==> config.mk <==
export PLATFORM = sky130hd
export DESIGN_NAME = waypoint_linear_densifier
export DESIGN_NICKNAME = d
export VERILOG_FILES = /design/src/rtl/wld_pkg.sv /design/src/rtl/wld_alu.sv /design/src/rtl/wld_core.sv /design/src/rtl/waypoint_linear_densifier.sv
export VERILOG_INCLUDE_DIRS = /design/src /design/src/rtl
export SDC_FILE = /design/constraint.sdc
export NUM_CORES = 2
export LEC_CHECK = 0
export ABC_AREA = 1
export BUFFER_PORTS_ARGS = -buffer_cell sky130_fd_sc_hd__buf_2
export CAP_MARGIN = 20
export CORE_ASPECT_RATIO = 0.75
export CORE_UTILIZATION = 50
export CTS_CLUSTER_DIAMETER = 100
export DETAILED_ROUTE_END_ITERATION = 6
export PLACE_DENSITY = 0.77
export SETUP_SLACK_MARGIN = 0.5
export SLEW_MARGIN = 20
export SYNTH_ARGS = -nofsm -noshare
export SYNTH_HDL_FRONTEND = slang
export SYNTH_SLANG_ARGS = --single-unit
==> constraint.sdc <==
create_clock -name clk_i -period 21.2 [get_ports clk_i]
set_input_delay 1.06 -clock clk_i [delete_from_list [all_inputs] [get_ports clk_i]]
set_output_delay 1.06 -clock clk_i [all_outputs]
set_load 0.05 [all_outputs]
==> src/rtl/waypoint_linear_densifier_defines.svh <==
// Assertion helpers for the waypoint densifier.
// Both expect clk_i and rst_ni in the scope where they are used.
`ifndef WAYPOINT_LINEAR_DENSIFIER_DEFINES_SVH
`define WAYPOINT_LINEAR_DENSIFIER_DEFINES_SVH

// Consequent must hold in the same cycle as the antecedent.
`define WLD_ASSERT_SAME(lbl, ante, cons, msg) \
  lbl: assert property (@(posedge clk_i) disable iff (!rst_ni) (ante) |-> (cons)) \
    else $error(msg);

// Consequent must hold in the cycle after the antecedent.
`define WLD_ASSERT_NEXT(lbl, ante, cons, msg) \
  lbl: assert property (@(posedge clk_i) disable iff (!rst_ni) (ante) |=> (cons)) \
    else $error(msg);

`endif

==> src/rtl/wld_pkg.sv <==
`default_nettype none

package wld_pkg;

  // Coordinate and register widths
  localparam int unsigned CoordW       = 32;
  localparam int unsigned ResW         = 25;
  localparam int unsigned MaxPointsDef = 64;
  localparam logic [ResW-1:0] ResReset = 25'd3277;

  // |cur - prev| needs one bit more than a coordinate
  localparam int unsigned MagW  = CoordW + 1;
  // dx^2 + dy^2
  localparam int unsigned SqW   = 2 * MagW;
  // integer square root of the squared length
  localparam int unsigned RootW = MagW;
  // compare/subtract width, covers the root's partial remainder
  localparam int unsigned AluW  = RootW + 4;

  // One emitted point
  typedef struct packed {
    logic [CoordW-1:0] x;
    logic [CoordW-1:0] y;
    logic              last;
  } wld_item_t;

  // Operands of the shared arithmetic unit
  typedef struct packed {
    logic [AluW-1:0] a;
    logic [AluW-1:0] b;
    logic [MagW-1:0] ma;
    logic [MagW-1:0] mb;
  } wld_alu_req_t;

  // Results of the shared arithmetic unit
  typedef struct packed {
    logic [AluW-1:0] diff;
    logic            ge;
    logic [SqW-1:0]  prod;
  } wld_alu_rsp_t;

endpackage

`default_nettype wire

==> src/rtl/wld_alu.sv <==
`default_nettype none

// Shared arithmetic unit: one compare-subtract and one squaring multiplier.
module wld_alu (
  input  wld_pkg::wld_alu_req_t req_i,
  output wld_pkg::wld_alu_rsp_t rsp_o
);
  import wld_pkg::*;

  logic [AluW:0]  sub;
  logic [SqW-1:0] mul;

  // a - b with borrow out; no borrow means a >= b
  assign sub        = {1'b0, req_i.a} - {1'b0, req_i.b};
  assign rsp_o.diff = sub[AluW-1:0];
  assign rsp_o.ge   = ~sub[AluW];

  // product is registered by the sequencer
  assign mul        = req_i.ma * req_i.mb;
  assign rsp_o.prod = mul;

endmodule

`default_nettype wire

==> src/rtl/wld_core.sv <==
`default_nettype none

// Sequencer and datapath: squares, root, step count, step division, emission.
module wld_core #(
  parameter int unsigned MAX_POINTS = wld_pkg::MaxPointsDef
) (
  input  logic                        clk_i,
  input  logic                        rst_ni,
  input  logic                        in_valid_i,
  output logic                        in_ready_o,
  input  logic [wld_pkg::CoordW-1:0]  in_x_i,
  input  logic [wld_pkg::CoordW-1:0]  in_y_i,
  input  logic                        in_start_i,
  input  logic [wld_pkg::ResW-1:0]    res_i,
  output logic                        item_valid_o,
  input  logic                        item_ready_i,
  output wld_pkg::wld_item_t          item_o
);
  import wld_pkg::*;

  localparam int unsigned NW   = $clog2(MAX_POINTS + 1);
  localparam int unsigned RemW = NW + 2;
  localparam int unsigned CntW = $clog2(MagW);
  localparam logic [NW-1:0] NMax = NW'(MAX_POINTS);

  localparam logic [3:0] SIdle = 4'd0;
  localparam logic [3:0] SSqX  = 4'd1;
  localparam logic [3:0] SSqY  = 4'd2;
  localparam logic [3:0] SSum  = 4'd3;
  localparam logic [3:0] SSqrt = 4'd4;
  localparam logic [3:0] SNDiv = 4'd5;
  localparam logic [3:0] SNSet = 4'd6;
  localparam logic [3:0] SXDiv = 4'd7;
  localparam logic [3:0] SYDiv = 4'd8;
  localparam logic [3:0] SEmit = 4'd9;

  logic [3:0]        state_q, state_d;
  logic              have_prev_q, have_prev_d;
  logic [CoordW-1:0] prev_x_q, prev_x_d, prev_y_q, prev_y_d;
  logic [CoordW-1:0] base_x_q, base_x_d, base_y_q, base_y_d;
  logic [MagW-1:0]   ax_q, ax_d, ay_q, ay_d;
  logic              negx_q, negx_d, negy_q, negy_d;
  logic [SqW-1:0]    rad_q, rad_d, prod_q, prod_d;
  logic [AluW-1:0]   rem_q, rem_d;
  logic [RootW-1:0]  root_q, root_d;
  logic [CntW-1:0]   cnt_q, cnt_d;
  logic [NW:0]       nq_q, nq_d;
  logic [NW-1:0]     n_q, n_d;
  logic [MagW-1:0]   div_q, div_d;
  logic [MagW-1:0]   stepx_q, stepx_d, stepy_q, stepy_d;
  logic [NW-1:0]     rstx_q, rstx_d, rsty_q, rsty_d;
  logic [MagW-1:0]   accx_q, accx_d, accy_q, accy_d;
  logic [RemW-1:0]   rx_q, rx_d, ry_q, ry_d;
  logic [NW-1:0]     idx_q, idx_d;

  wld_alu_req_t      alu_req;
  wld_alu_rsp_t      alu_rsp;
  logic [AluW-1:0]   rem_sel;
  logic [MagW-1:0]   dx, dy;
  logic [RootW-1:0]  root_next;
  logic [MagW-1:0]   quo_next;
  logic [NW-1:0]     n_sat;
  logic [RemW-1:0]   two_n, sum_x, sum_y;
  logic              wrap_x, wrap_y;

  wld_alu u_alu (
    .req_i (alu_req),
    .rsp_o (alu_rsp)
  );

  // Operand selection for the shared unit
  always_comb begin
    alu_req    = '0;
    alu_req.ma = ax_q;
    alu_req.mb = ax_q;
    unique case (state_q)
      SSqY: begin
        alu_req.ma = ay_q;
        alu_req.mb = ay_q;
      end
      // bit pair of the radicand against 4*root + 1
      SSqrt: begin
        alu_req.a = {rem_q[AluW-3:0], rad_q[SqW-1 -: 2]};
        alu_req.b = AluW'({root_q, 2'b01});
      end
      // step count: root against resolution << k
      SNDiv: begin
        alu_req.a = rem_q;
        alu_req.b = AluW'(res_i) << cnt_q;
      end
      // long division of |d| by n, one quotient bit per step
      SXDiv, SYDiv: begin
        alu_req.a = {rem_q[AluW-2:0], div_q[MagW-1]};
        alu_req.b = AluW'(n_q);
      end
      default: ;
    endcase
  end

  assign rem_sel   = alu_rsp.ge ? alu_rsp.diff : alu_req.a;
  assign root_next = {root_q[RootW-2:0], alu_rsp.ge};
  assign quo_next  = {div_q[MagW-2:0], alu_rsp.ge};

  // Segment deltas against the stored waypoint
  assign dx = {in_x_i[CoordW-1], in_x_i} - {prev_x_q[CoordW-1], prev_x_q};
  assign dy = {in_y_i[CoordW-1], in_y_i} - {prev_y_q[CoordW-1], prev_y_q};

  // Saturate the step count
  assign n_sat = (nq_q[NW] || (nq_q[NW-1:0] > NMax)) ? NMax : nq_q[NW-1:0];

  // Rounded offsets advance by |d| / n, remainder kept against 2n
  assign two_n  = RemW'({n_q, 1'b0});
  assign sum_x  = rx_q + RemW'({rstx_q, 1'b0});
  assign sum_y  = ry_q + RemW'({rsty_q, 1'b0});
  assign wrap_x = (sum_x >= two_n);
  assign wrap_y = (sum_y >= two_n);

  // Sequencer
  always_comb begin
    state_d     = state_q;
    have_prev_d = have_prev_q;
    prev_x_d    = prev_x_q;
    prev_y_d    = prev_y_q;
    base_x_d    = base_x_q;
    base_y_d    = base_y_q;
    ax_d        = ax_q;
    ay_d        = ay_q;
    negx_d      = negx_q;
    negy_d      = negy_q;
    rad_d       = rad_q;
    prod_d      = prod_q;
    rem_d       = rem_q;
    root_d      = root_q;
    cnt_d       = cnt_q;
    nq_d        = nq_q;
    n_d         = n_q;
    div_d       = div_q;
    stepx_d     = stepx_q;
    stepy_d     = stepy_q;
    rstx_d      = rstx_q;
    rsty_d      = rsty_q;
    accx_d      = accx_q;
    accy_d      = accy_q;
    rx_d        = rx_q;
    ry_d        = ry_q;
    idx_d       = idx_q;

    unique case (state_q)
      SIdle: begin
        if (in_valid_i) begin
          prev_x_d    = in_x_i;
          prev_y_d    = in_y_i;
          have_prev_d = 1'b1;
          base_x_d    = prev_x_q;
          base_y_d    = prev_y_q;
          negx_d      = dx[MagW-1];
          negy_d      = dy[MagW-1];
          ax_d        = dx[MagW-1] ? (~dx + MagW'(1)) : dx;
          ay_d        = dy[MagW-1] ? (~dy + MagW'(1)) : dy;
          if (!in_start_i && have_prev_q) begin
            state_d = SSqX;
          end
        end
      end
      SSqX: begin
        rad_d   = alu_rsp.prod;
        state_d = SSqY;
      end
      SSqY: begin
        prod_d  = alu_rsp.prod;
        state_d = SSum;
      end
      SSum: begin
        rad_d   = rad_q + prod_q;
        rem_d   = '0;
        root_d  = '0;
        cnt_d   = CntW'(RootW - 1);
        state_d = SSqrt;
      end
      SSqrt: begin
        rad_d  = rad_q << 2;
        rem_d  = rem_sel;
        root_d = root_next;
        cnt_d  = cnt_q - CntW'(1);
        if (cnt_q == '0) begin
          rem_d   = AluW'(root_next);
          nq_d    = '0;
          cnt_d   = CntW'(NW);
          state_d = SNDiv;
        end
      end
      SNDiv: begin
        nq_d  = {nq_q[NW-1:0], alu_rsp.ge};
        rem_d = rem_sel;
        cnt_d = cnt_q - CntW'(1);
        if (cnt_q == '0) begin
          state_d = SNSet;
        end
      end
      SNSet: begin
        n_d = n_sat;
        if (n_sat == '0) begin
          state_d = SIdle;
        end else begin
          rem_d   = '0;
          div_d   = ax_q;
          cnt_d   = CntW'(MagW - 1);
          state_d = SXDiv;
        end
      end
      SXDiv: begin
        div_d = quo_next;
        rem_d = rem_sel;
        cnt_d = cnt_q - CntW'(1);
        if (cnt_q == '0) begin
          stepx_d = quo_next;
          rstx_d  = NW'(rem_sel);
          rem_d   = '0;
          div_d   = ay_q;
          cnt_d   = CntW'(MagW - 1);
          state_d = SYDiv;
        end
      end
      SYDiv: begin
        div_d = quo_next;
        rem_d = rem_sel;
        cnt_d = cnt_q - CntW'(1);
        if (cnt_q == '0) begin
          stepy_d = quo_next;
          rsty_d  = NW'(rem_sel);
          accx_d  = '0;
          accy_d  = '0;
          rx_d    = RemW'(n_q);
          ry_d    = RemW'(n_q);
          idx_d   = '0;
          state_d = SEmit;
        end
      end
      SEmit: begin
        if (item_ready_i) begin
          rx_d   = wrap_x ? (sum_x - two_n) : sum_x;
          ry_d   = wrap_y ? (sum_y - two_n) : sum_y;
          accx_d = accx_q + stepx_q + MagW'(wrap_x);
          accy_d = accy_q + stepy_q + MagW'(wrap_y);
          idx_d  = idx_q + NW'(1);
          if (item_o.last) begin
            state_d = SIdle;
          end
        end
      end
      default: state_d = SIdle;
    endcase
  end

  // Control state
  always_ff @(posedge clk_i or negedge rst_ni) begin
    if (!rst_ni) begin
      state_q     <= SIdle;
      have_prev_q <= 1'b0;
    end else begin
      state_q     <= state_d;
      have_prev_q <= have_prev_d;
    end
  end

  // Datapath registers
  always_ff @(posedge clk_i) begin
    prev_x_q <= prev_x_d;
    prev_y_q <= prev_y_d;
    base_x_q <= base_x_d;
    base_y_q <= base_y_d;
    ax_q     <= ax_d;
    ay_q     <= ay_d;
    negx_q   <= negx_d;
    negy_q   <= negy_d;
    rad_q    <= rad_d;
    prod_q   <= prod_d;
    rem_q    <= rem_d;
    root_q   <= root_d;
    cnt_q    <= cnt_d;
    nq_q     <= nq_d;
    n_q      <= n_d;
    div_q    <= div_d;
    stepx_q  <= stepx_d;
    stepy_q  <= stepy_d;
    rstx_q   <= rstx_d;
    rsty_q   <= rsty_d;
    accx_q   <= accx_d;
    accy_q   <= accy_d;
    rx_q     <= rx_d;
    ry_q     <= ry_d;
    idx_q    <= idx_d;
  end

  // Emitted point: base plus or minus the rounded offset
  assign in_ready_o   = (state_q == SIdle);
  assign item_valid_o = (state_q == SEmit);
  assign item_o.x     = negx_q ? (base_x_q - accx_q[CoordW-1:0])
                               : (base_x_q + accx_q[CoordW-1:0]);
  assign item_o.y     = negy_q ? (base_y_q - accy_q[CoordW-1:0])
                               : (base_y_q + accy_q[CoordW-1:0]);
  assign item_o.last  = (({1'b0, idx_q} + (NW+1)'(1)) == {1'b0, n_q});

endmodule

`default_nettype wire

==> src/rtl/waypoint_linear_densifier.sv <==
// A path start, or a waypoint with none stored, is only stored and emits no points.
// Other waypoints pass through the squares, the root and the step count, then,
// if n > 0, the step division and the emission of n points.
// A new waypoint is taken only once the last one is done; one shared compare-subtract unit.
// Points leave through an output register, one per cycle when not stalled.
// Reset: no stored waypoint, grid_resolution = 3277, output empty.
`default_nettype none
`include "waypoint_linear_densifier_defines.svh"

module waypoint_linear_densifier #(
  parameter int unsigned MAX_POINTS = wld_pkg::MaxPointsDef
) (
  input  logic                          clk_i,
  input  logic                          rst_ni,
  // waypoint stream
  input  logic                          s_axis_tvalid,
  output logic                          s_axis_tready,
  input  logic [2*wld_pkg::CoordW-1:0]  s_axis_tdata,  // point_x, point_y
  input  logic                          s_axis_tuser,  // path_start
  // point stream
  output logic                          m_axis_tvalid,
  input  logic                          m_axis_tready,
  output logic [2*wld_pkg::CoordW-1:0]  m_axis_tdata,  // out_x, out_y
  output logic                          m_axis_tlast,  // last_of_segment
  // grid_resolution write
  input  logic                          cfg_valid_i,
  output logic                          cfg_ready_o,
  input  logic [wld_pkg::ResW-1:0]      cfg_data_i
);
  import wld_pkg::*;

  logic [ResW-1:0] res_q;
  logic [ResW-1:0] res_eff;
  logic            item_valid;
  logic            item_ready;
  wld_item_t       item;
  logic            out_vld_q;
  wld_item_t       out_q;

  // Resolution register; zero behaves as one
  assign cfg_ready_o = 1'b1;
  always_ff @(posedge clk_i or negedge rst_ni) begin
    if (!rst_ni) begin
      res_q <= ResReset;
    end else if (cfg_valid_i) begin
      res_q <= cfg_data_i;
    end
  end
  assign res_eff = (res_q == '0) ? ResW'(1) : res_q;

  wld_core #(
    .MAX_POINTS (MAX_POINTS)
  ) u_core (
    .clk_i        (clk_i),
    .rst_ni       (rst_ni),
    .in_valid_i   (s_axis_tvalid),
    .in_ready_o   (s_axis_tready),
    .in_x_i       (s_axis_tdata[CoordW-1:0]),
    .in_y_i       (s_axis_tdata[2*CoordW-1:CoordW]),
    .in_start_i   (s_axis_tuser),
    .res_i        (res_eff),
    .item_valid_o (item_valid),
    .item_ready_i (item_ready),
    .item_o       (item)
  );

  // Output register
  assign item_ready = !out_vld_q || m_axis_tready;
  always_ff @(posedge clk_i or negedge rst_ni) begin
    if (!rst_ni) begin
      out_vld_q <= 1'b0;
    end else if (item_valid && item_ready) begin
      out_vld_q <= 1'b1;
    end else if (m_axis_tready) begin
      out_vld_q <= 1'b0;
    end
  end

  always_ff @(posedge clk_i) begin
    if (item_valid && item_ready) begin
      out_q <= item;
    end
  end

  assign m_axis_tvalid = out_vld_q;
  assign m_axis_tdata  = {out_q.y, out_q.x};
  assign m_axis_tlast  = out_q.last;

  // Checks
  `WLD_ASSERT_SAME(a_emit_busy, item_valid, !s_axis_tready, "point emitted while accepting")
  `WLD_ASSERT_NEXT(a_start_idle, s_axis_tvalid && s_axis_tready && s_axis_tuser,
    s_axis_tready, "path start did not return to idle")
  `WLD_ASSERT_NEXT(a_last_idle, item_valid && item_ready && item.last,
    s_axis_tready, "segment end did not return to idle")

endmodule

`default_nettype wire
== Yosys cells after proc, flatten, opt, wreduce, memory -nomap -nowiden ==
Index checks and enable logic that the tools add are counted.

* Bits in registers: 719
* Input port bits: 95
* Output and inout bits: 68
* Logic and storage cells: 160

* Add/subtract/negate cells: 21
* $mul: 1
* Order comparisons: 3
* Equal/unequal tests: 19
* Shift operators: 1
* Multiplexer cells: 51
* Bitwise gates (word level): 3
* Reduce and logical (&&, ||, !) cells: 27

{| class="wikitable"
|+ Operator list
! kind !! number
|-
| 74-bit one-hot mux with 3 select lines || 1
|-
| 33-bit one-hot mux with 2 select lines || 3
|-
| 66-bit one-hot mux with 3 select lines || 1
|-
| 37-bit one-hot mux with 5 select lines || 1
|-
| 33-bit two-way mux || 5
|-
| 37-bit two-way mux || 4
|-
| 32-bit two-way mux || 4
|-
| 33-bit one-hot mux with 3 select lines || 1
|-
| 33-bit by 1-bit adder with 33-bit output || 2
|-
| 33-bit by 1-bit adder with 33-bit output, second input constant || 2
|-
| 33-bit adder || 2
|-
| 66-bit adder || 1
|-
| 33-bit by 33-bit multiplier with 66-bit output || 1
|-
| 66-bit two-way mux || 1
|-
| 33-bit NOT || 2
|-
| 32-bit by 32-bit subtractor with 33-bit output || 2
|-
| 32-bit adder || 2
|-
| 32-bit subtractor || 2
|-
| 9-bit two-way mux || 5
|-
| 4-bit one-hot mux with 10 select lines || 1
|-
| 37-bit by 37-bit subtractor with 38-bit output || 1
|-
| 25-bit by 6-bit left shift with 37-bit output || 1
|-
| 9-bit one-hot mux with 2 select lines || 2
|-
| 4-bit two-way mux || 8
|-
| other kinds (38) || 71
|}

== Depth between registers and ports, before layout ==
* Depth after elaboration: 8
* Gate-level depth with buffers: 44
* Mapped depth without buffers: 41

== Hierarchy ==
Synthesis repeated with hierarchy kept, for this count alone.

* Cell total of the unflattened synthesis: 12206
* Area, all modules: 91097.4 um^2

{| class="wikitable"
|+ Modules (own cells, without submodules)
! module !! instances !! cells an instance !! area an instance (um^2) !! seq. area each (um^2)
|-
| wld_core || 1 || 6167 || 46913.7 || 18682.9
|-
| wld_alu || 1 || 5829 || 41009.3 || 0.0
|-
| waypoint_linear_densifier || 1 || 210 || 3174.3 || 2611.3
|}

== Worst setup path before layout ==
OpenSTA, ideal clock, no wires.

* Kind: reg2reg
* From: register u_core.state_q[2]
* To: register u_core.rad_q[37], data pin
* Setup time: 259 ps
* Data arrival time: 9455 ps
* Data required time: 20941 ps
* Setup slack: 11486 ps
* Stages on the path, launching flop included: 38
* Path buffers: 3
* Period minus slack after synthesis: 9714 ps
* Path through: dfrtp_1 -> nor2_1 -> inv_1 -> nor2_2 -> inv_2 -> buf_2 -> buf_2 -> o21ai_2 -> inv_2 -> buf_2 -> nor2_1 -> inv_1 -> fa_1 -> fa_1 -> inv_1 -> fa_1 -> inv_1 -> fa_1 -> [2 not listed] -> inv_1 -> fa_1 -> inv_1 -> fa_1 -> inv_1 -> fa_1 -> inv_1 -> ha_1 -> a31oi_1 -> o21ai_0 -> nand2_1 -> nand2_1 -> a21oi_1 -> o21ai_0 -> or2_2 -> and2_1 -> nand2_1 -> nand3_1

{| class="wikitable"
|+ RTL lines
! element !! RTL line !! RTL
|-
| start: declaration || wld_core.sv:37 || <nowiki>logic [3:0] state_q, state_d;</nowiki>
|-
| start signal: assignment || wld_core.sv:258 || <nowiki>state_q <= SIdle;</nowiki>
|-
| start signal: assignment || wld_core.sv:261 || <nowiki>state_q <= state_d;</nowiki>
|-
| end signal: assignment || wld_core.sv:276 || <nowiki>rad_q <= rad_d;</nowiki>
|-
| end: declaration || wld_core.sv:43 || <nowiki>logic [SqW-1:0] rad_q, rad_d, prod_q, prod_d;</nowiki>
|}

==> impl_metrics.py <==
metrics = {
    "status": {
        "status": "complete, no violations",
    },
    "synth": {
        "synth_seq_cells": 713,
        "synth_cells": 10100,
        "ys_warn_count": 0,
        "synth.distinct_cells": 65,
        "syn_nets": 11700,
        "synth.area.top_cells": "edfxtp_1 25%, fa_1 21%, inv_1 9.7%",
        "ys_seq_area_frac": 0.260,
        "avgSynthCellArea_um2": 8.08,
        "synth_top_area_share": 0.250,
        "synthArstFlopShare": 0.0435,
        "synth_edf_count": 682,
        "syn_area_um2": 81900,
        "ys.flop_type": "edfxtp_1",
        "yosys.area.top_type": "edfxtp_1",
    },
    "setup_path": {
        "path_common_cell": "fa_1",
        "ff2ff_setup_slack_ns": 10.35,
        "crit_start": "u_core.state_q[2]$_DFFE_PN0P_",
        "crit_fanout": 68,
        "rr_worst_depth": 35,
        "arrival_ns": 11.30,
        "end_kind": "register",
        "cp_slowest_stage_delay_ns": 0.72,
        "r2r_start": "u_core.state_q[2]$_DFFE_PN0P_",
        "cp.required_ns": 21.65,
        "path_class": "reg2reg",
        "startpoint_type": "register",
        "slowest_stage": "nor2_4",
    },
    "sta": {
        "finClkSkew_ns": 0.0550,
        "fin_crit_ns": 10.85,
        "worst_pin_slew_ns": 1.15,
        "tns_ns": 0,
        "post-route-period-util": 0.512,
        "drv_slew": 0,
        "max_freq_mhz": 92.2,
        "setup_viol": 0,
        "setup_slack_ns": 10.35,
        "hold_viol": 0,
        "rsz0062_at_grt": "false",
        "slew_headroom": 0.232,
    },
    "detailed_routing": {
        "ant_nets": 0,
        "drt_wl_total_um": 267000,
        "drc_errors": 0,
        "vias": 70900,
        "drt-pass1-iter-count": 7,
        "wl_per_cell_um": 21.4,
        "vias_per_cell": 5.69,
        "drtIter0Drc": 8636,
    },
    "cts": {
        "hold_buffers": 0,
        "cts_inserted_buffers": 79,
        "cts_tree": "done",
        "clkTransAtPathRegs_ns": 0.07,
        "cts.path.max_buffers": 3,
        "post-cts-setup-buffers": 0,
        "cts_resized": 0,
        "cts.sinks": 713,
        "root_buffer": "clkbuf_16",
        "htree_num_levels": 3,
        "clock_latency_ns": 0.72,
    },
    "grt": {
        "grt_pass1_vias": 69800,
        "track_usage": 0.322,
        "grt_pass1_wl_um": 410000,
        "grt_overflow": 0,
        "grt_max_degree": 123,
        "grt_antenna_before_repair": 7,
    },
    "finish": {
        "layout-drive-gt1-share": 0.0530,
        "diodes": 0,
        "syn2layout_area_growth_pct": 7.44,
        "fillers": 14900,
        "layout.nets": 11800,
    },
    "die": {
        "die-area_um2": 165000,
        "ioPinCount": 163,
        "core-area_um2": 163000,
        "die_height_um": 353,
        "num_rows": 128,
        "start_util": 0.504,
        "die_x_um": 469,
    },
    "job": {
        "drv_cap": 0,
    },
    "placement": {
        "place_ws_ns": 10.56,
        "io_buffers": 161,
        "dp_hpwl_um": 217000,
        "routabilityCongestion": 0.994,
    },
    "worst_hold_path": {
        "hold_depth": 0,
        "hp-start": "u_core.prev_x_q[31]$_DFFE_PP_",
        "hold_class": "reg2reg",
    },
}
## Yosys cell counts (all sizes together), types with 58 or more instances
library cell and instances:
a21oi 615, buf 58, clkbuf 157, edfxtp 682, fa 872, ha 584, inv 2136, nand2 1885
nand3 409, nand4 80, nor2 1193, nor3 92, o21ai 528, xnor2 102, xor2 191
## cells in the final DEF (no fill, tap or decap), types with 23 or more instances in the layout
cell type,count
xnor2_1,101
clkbuf_16,79
o21a_1,49
a21oi_1,607
buf_2,161
inv_1,2107
ha_1,584
nand3_1,403
o21ai_1,29
nand3b_1,45
xor2_1,190
a21boi_0,24
a221oi_1,36
fa_1,872
edfxtp_1,682
nand4_1,80
a21o_1,49
nor2_1,1164
o21bai_1,45
inv_2,26
nor3_1,88
nand2_2,36
nand2_1,1849
a31oi_1,44
buf_4,86
nor4_1,26
o211ai_1,46
clkinv_1,23
dfrtp_1,24
o21ai_0,486
or2_2,30
## logic make-up (layout without fill, tap and decap cells)
| kind of cell | count (synthesis) | count (layout) | share of synthesized area |
|---|---|---|---|
| flops | 713 | 713 | 0.260 |
| simple gates | 3785 | 3785 | 0.191 |
| compound gates | 1508 | 1508 | 0.104 |
| other cells | 1 | 1 | 0.0000458 |
| buf+inv | 2362 | 2541 | 0.109 |
| fa+ha+maj | 1456 | 1456 | 0.302 |
| mux | 16 | 16 | 0.00197 |
| xor+xnor | 293 | 293 | 0.0315 |
## path summary, 6_finish.rpt
check / end
worst min-delay path: u_core.base_x_q[31]$_DFFE_PP_
worst max-delay path: u_core.rad_q[37]$_DFFE_PP_
max in group asynchronous: m_axis_tvalid$_DFFE_PN0P_
worst min register to register: u_core.base_x_q[31]$_DFFE_PP_
worst max register to register: u_core.rad_q[37]$_DFFE_PP_
min in group asynchronous: res_q[18]$_DFFE_PN0P_
## metal layers
layer  global-route usage  vias to the layer above  wire length [um]
li1                     -                    32400                 -
met1                0.481                    34100            118000
met2                0.457                     3880            107000
met3               0.0865                      519             34600
met4               0.0863                        0              7460
met5                    0                        -                 0
## through the flow
step	hold slack, ns	cells	util	instance area, um^2
6_report	0.435	12500	0.541	88000
5_1_grt	0.456	12500	0.541	88000
4_1_cts	0.436	12500	0.541	88000
3_5_place_dp	0.432	12300	0.524	85200
3_3_place_gp	0.430	12300	0.524	85200
2_1_floorplan	0.422	10100	-	81900
## layout make-up
cell class	count	area, um^2	area share
repair buffers	247	1450	0.0165
well taps	2145	2680	0.0305
clock inverters	61	751	0.00853
multi-input cells	7059	51800	0.588
clock buffers	86	2010	0.0229
inverters	2147	8070	0.0917
flip-flops and latches	713	21300	0.242
## registers in the layout, summed over array words and instances (netlist names), 9 cells and up
name / count
u_core.prev_x_q: 32
u_core.ay_q: 33
res_q: 25
u_core.base_y_q: 32
u_core.ax_q: 33
u_core.prev_y_q: 32
u_core.accx_q: 32
u_core.div_q: 33
u_core.rad_q: 66
u_core.prod_q: 65
m_axis_tdata: 64
u_core.rem_q: 37
u_core.stepy_q: 32
u_core.accy_q: 32
u_core.root_q: 33
u_core.base_x_q: 32
u_core.stepx_q: 32
u_core.ry_q: 9
## critical path: cells and delay by family, from the launching register on
| kind | cells | cell delay [ns] |
|---|---|---|
| flops | 1 | 0.40 |
| compound gates | 5 | 1.39 |
| simple gates | 11 | 2.34 |
| fa+ha+maj | 9 | 4.49 |
| buf+inv | 10 | 1.89 |
Power is not shown: default switching activity piles up to over one toggle a cycle in this logic, so the estimate is an artifact.
